==> src/rtl/core/sbct_pkg.sv <==
// sbct_pkg: shared types and constants for the swept box collision time block
// no dependencies
package sbct_pkg;

  localparam int TIME_FRAC_BITS = 16;
  localparam int COORD_W        = 20;
  localparam int HALF_W         = 18;
  localparam int DISP_W         = COORD_W + 1;
  localparam int DIST_W         = COORD_W + 2;
  localparam int TIME_W         = TIME_FRAC_BITS + 1;
  localparam int QUOT_W         = TIME_FRAC_BITS + 2;
  localparam int NCELL          = QUOT_W;
  localparam int TCLAMP_W       = QUOT_W + 1;

  localparam logic [TIME_W-1:0] TIME_ONE = TIME_W'(1) << TIME_FRAC_BITS;

  // one divider lane: remainder, dividend bits shifting out / quotient bits shifting in
  typedef struct packed {
    logic [DISP_W-1:0] rem;
    logic [QUOT_W-1:0] nq;
    logic [DISP_W-1:0] dv;
    logic              ovf;
    logic              neg;
    logic              zd;
  } lane_t;

  typedef struct packed {
    lane_t [3:0]               lanes;   // x entry, x exit, y entry, y exit
    logic signed [COORD_W-1:0] cur_x;
    logic signed [COORD_W-1:0] cur_y;
    logic signed [DISP_W-1:0]  dx;
    logic signed [DISP_W-1:0]  dy;
    logic                      solid;
  } stage_t;

endpackage

==> src/rtl/core/sbct_cell.sv <==
// sbct_cell: one restoring-division step for all four time lanes
// depends on sbct_pkg
module sbct_cell import sbct_pkg::*; (
  input  logic   clk_i,
  input  logic   rst_ni,
  input  logic   en_i,
  input  logic   valid_i,
  input  stage_t data_i,
  output logic   valid_o,
  output stage_t data_o
);

  stage_t data_d, data_q;
  logic   valid_q;

  always_comb begin
    logic [DISP_W:0] t;
    logic            ge;
    data_d = data_i;
    for (int l = 0; l < 4; l++) begin
      t  = {data_i.lanes[l].rem, data_i.lanes[l].nq[QUOT_W-1]};
      ge = t >= {1'b0, data_i.lanes[l].dv};
      data_d.lanes[l].rem = ge ? DISP_W'(t - {1'b0, data_i.lanes[l].dv}) : t[DISP_W-1:0];
      data_d.lanes[l].nq  = {data_i.lanes[l].nq[QUOT_W-2:0], ge};
    end
  end

  always_ff @(posedge clk_i or negedge rst_ni) begin
    if (!rst_ni) begin
      valid_q <= 1'b0;
    end else if (en_i) begin
      valid_q <= valid_i;
    end
  end

  always_ff @(posedge clk_i) begin
    if (en_i) begin
      data_q <= data_d;
    end
  end

  assign valid_o = valid_q;
  assign data_o  = data_q;

endmodule

==> config.mk <==
export PLATFORM = sky130hd
export DESIGN_NAME = sbct_cell
export DESIGN_NICKNAME = d
export VERILOG_FILES = /design/src/rtl/core/sbct_pkg.sv /design/src/rtl/core/sbct_cell.sv
export SDC_FILE = /design/constraint.sdc
export NUM_CORES = 1
export LEC_CHECK = 0
export BUFFER_PORTS_ARGS = -buffer_cell sky130_fd_sc_hd__buf_2
export CORE_AREA = 2 2 265 267
export CTS_CLUSTER_SIZE = 20
export DETAILED_ROUTE_END_ITERATION = 10
export DIE_AREA = 0 0 267 269
export PLACE_DENSITY = 0.45
export SYNTH_ARGS = -nofsm -noshare
export SYNTH_HDL_FRONTEND = slang
export SYNTH_SLANG_ARGS = --single-unit
==> constraint.sdc <==
create_clock -name clk_i -period 1.1 [get_ports clk_i]
set_input_delay 0.165 -clock clk_i [delete_from_list [all_inputs] [get_ports clk_i]]
set_output_delay 0.165 -clock clk_i [all_outputs]
set_load 0.02 [all_outputs]
==> metrics.md <==
| Metric | Value |
|---|---|
| Startpoint types | `input port` |
| Clock insertion delay at the later pin of the skew report | `between 500 and 600 ps` |
| Total iterations of the first detailed-routing run | `4` |
| Slowest-stage cell, CP | `fa_2` |
| Fmax | `409 MHz` |
| R2R depth | `1` |
| Number of synthesized flops with an enable pin | `335` |
| Vias | `roughly 14,000` |
| Flop2flop setup slack | `330 ps` |
| Hold path endpoint | `data_o[204]` |
| Clock Sinks | `336` |
| Peak supply drop | `1170 uV` |
| Hold path start | `data_i[203]` |
| GRT Residual Overflow | `0` |
| Final ANT Viol Nets | `0` |
| Worst clock skew | `0 ps` |
| Dpl cell area | `0.0228 mm2` |
| Fin Setup TNS | `-140,990 ps` |
| Hold path depth | `3` |
| Area Growth Syn to Fin | `95.1%` |
| LEAKAGE | `0.0132 uW` |
| Tmin final | `approximately 2400 ps` |
| Initial Util | `0.224` |
| Vias in the first global route | `about 15,000` |
| Cells along the critical path | `buf_8 -> inv_12 -> ha_4 -> inv_2 -> fa_2 -> a21o_1 -> a311oi_2 -> nor2_2 -> o2111a_2 -> o31ai_4 -> a21oi_2 -> a2111oi_4 -> buf_6 -> buf_12 -> mux2_4` |
| Buffers on Ports | `between 600 and 700` |
| Flops & latches, synth | `336` |
| Crit Reg-Reg Startpoint | `valid_o` |
| Num CTS Buffers | `41` |
| # IOs | `675` |
| Worst Hold Class | `input port to flop` |
| Core Rows | `97` |
| Slew Limit Fails | `0` |
| Main synth FF type | `edfxtp_1` |
| Vias/cell | `4.16` |
| Worst path max stage delay | `330 ps` |
| Syn Inst Count | `roughly 1,100` |
| Layout cells sized above 1 | `0.510` |
| Overall Global Routing Usage | `0.155` |
| Tightest Pin Transition | `about 410 ps` |
| CP max FO | `8` |
| Wire per inst | `17.6 um` |
| M1 wire length | `about 22,000 um` |
| R2r endpoint | `valid_o` |
| Syn. warnings | `0` |
| Routed length on met3 | `~3800 um` |
| Iter 0 DRT Violations | `585` |
| Largest net degree at the start of global routing | `28` |
| Final GP Congestion | `0.834` |
| Worst setup EP type | `flop` |
| Period utilisation layout | `2.22` |
| Met2 WL | `32,500 um` |
| Syn Area/Cell | `13.9 um2` |
| Critical path class | `input port to flop` |
| Fin nets | `between 2,000 and 3,000` |
| Distinct cells, synth | `64` |
| Crit path DAT | `2750 ps` |
| Total wire length | `60,600 um` |
| Final Total Pwr | `42,100 uW` |
| Seq/Total Area, Yosys | `0.650` |
| CTS max path bufs | `3` |
| Root buf cell | `clkbuf_16` |
| Final hold violations | `0` |
| CTS tree | `done` |
| Core area | `0.0693 mm2` |
| Failing checks | `setup timing` |
| Detailed-route DRC error count | `0` |
| Fillers | `6,406` |
| First-pass GRT wire length | `86,100 um` |
| Netlist Area Pre-Place | `0.0155 mm2` |
| Hpwl dp | `44,300 um` |
| Worst setup margin | `-1350 ps` |
| # Max-Cap Violations | `0` |
| Final Cell Area | `0.0303 mm2` |
| Cell area power density | `1390 mW/mm2` |
| DP Worst Slack | `-2210 ps` |
| Req. time, crit path | `1400 ps` |
| RSZ-0062 raised after global routing | `true` |
| Die height | `269 um` |
| CTS H-tree depth | `2` |
| Final setup viols | `424` |
| Total die area | `approximately 0.072 mm2` |
| Initial antenna violation count | `6` |
| Max layer used | `met5` |
| Status | `finished, violations left` |
| Synth Net Count | `1,539` |
| Clk slew on worst S/H paths | `50 ps` |
| Max-slew headroom | `0.717` |
| Chip width | `267 um` |
| Async SR Flop Fraction | `0.00298` |
[area by class of cell]
type / count / area (um2) / share of cell area
diodes: 3 / 7.51 / 0.000248
multi-input cells: 652 / 5830 / 0.193
flip-flops and latches: 336 / 10100 / 0.333
clock inverters: 20 / 235 / 0.00778
repair buffers: 1336 / 11400 / 0.377
inverters: 106 / 450 / 0.0149
clock buffers: 50 / 1060 / 0.0350
well taps: 940 / 1180 / 0.0389
[Yosys cell counts (all sizes together), types with 5 or more instances]
cell type	n	area share
o21ai	55	0.018
xor2	23	0.013
nor3	14	0.0045
mux2	46	0.038
nand3	18	0.0058
o21a	14	0.0068
xnor2	43	0.024
a21oi	73	0.024
inv	106	0.026
nor2	46	0.011
nand2	54	0.013
buf	7	0.0035
edfxtp	335	0.65
clkbuf	12	0.0029
nor2b	13	0.0052
a21o	34	0.016
and2	5	0.0020
o31ai	10	0.0057
nand4	7	0.0028
o21bai	13	0.0063
nand2b	8	0.0032
and3	10	0.0040
a31oi	9	0.0036
ha	84	0.068
a211oi	12	0.0058
[placed cells by master, fill, tap and decap left out, drive strengths merged, types with 5 or more instances in the layout]
| cell type | netlist | layout |
|---|---|---|
| xnor2 | 43 | 43 |
| nor3 | 14 | 14 |
| nand4 | 7 | 7 |
| edfxtp | 335 | 335 |
| o21ai | 55 | 55 |
| o21a | 14 | 14 |
| xor2 | 23 | 23 |
| a21oi | 73 | 73 |
| clkbuf | 12 | 50 |
| a31oi | 9 | 9 |
| nor2 | 46 | 46 |
| buf | 7 | 1021 |
| nor2b | 13 | 13 |
| a211oi | 12 | 12 |
| o31ai | 10 | 10 |
| a21o | 34 | 34 |
| and2 | 5 | 5 |
| and3 | 10 | 10 |
| mux2 | 46 | 46 |
| ha | 84 | 84 |
| o21bai | 13 | 13 |
| nand3 | 18 | 18 |
| nand2b | 8 | 8 |
| dlygate4sd3 | 0 | 315 |
| bufinv | 0 | 5 |
| clkinv | 0 | 12 |
| nand2 | 54 | 54 |
| inv | 106 | 108 |
[worst max-delay path by stage]
stage,startpoint,to,slack (ps),cells past startpoint
floorplan,data_i[187],data_o[190],-1860,13
global placement,data_i[187],data_o[189],-2140,14
detailed placement,data_i[187],data_o[189],-2210,14
CTS,data_i[187],data_o[207],-1420,15
global route,data_i[187],data_o[207],-1420,15
finish,data_i[187],data_o[207],-1350,15
[power by group]
| group | switching, uW | internal (uW) |
|---|---|---|
| registers | 652 | 15700 |
| clock network | 5520 | 8000 |
| logic | 5670 | 6580 |
| total | 11800 | 30300 |
[repair_timing]
action                                  CTS  global route
endpoints found under the hold margin   314             0
hold buffers                            315             0
pin swaps                                51            43
endpoints found under the setup margin  424           424
cloned                                    6             1
resized for setup                       465           329
setup buffers                            25             9
[logic make-up after synthesis]
logic type	Yosys count	share of synthesized area
xor+xnor	66	0.0373
simple gates	193	0.0603
mux	48	0.0390
flops	336	0.650
compound gates	256	0.108
buf+inv	125	0.0320
fa+ha+maj	88	0.0729
[per-stage QoR]
stage	hold slack (ps)	cells	util
finish	33.6	3443	0.437
global route	15.8	3442	0.437
CTS	0.889	3436	0.420
detailed placement	-57.0	3021	0.328
global placement	-57.8	3021	0.328
floorplan	-131	1112	-
[flip-flops by register name (all words and copies together) (netlist names)]
register	flops
data_o	335
valid_o	1
[routing by layer]
| layer | vias up | GRT usage |
|---|---|---|
| met3 | 95 | 0.0378 |
| met4 | 8 | 0.0600 |
| met1 | 6872 | 0.166 |
| met5 | - | 0 |
| li1 | 6909 | - |
| met2 | 455 | 0.292 |
[worst max-delay path, delay by kind of cell]
family	cells	cell delay [ps]
adders and majority gates	2	450
buffers and inverters	5	520
AOI/OAI and AO/OA	6	1210
and+or+nand+nor	1	80
muxes	1	310
Note: power is estimated with default switching activity, not from simulation.
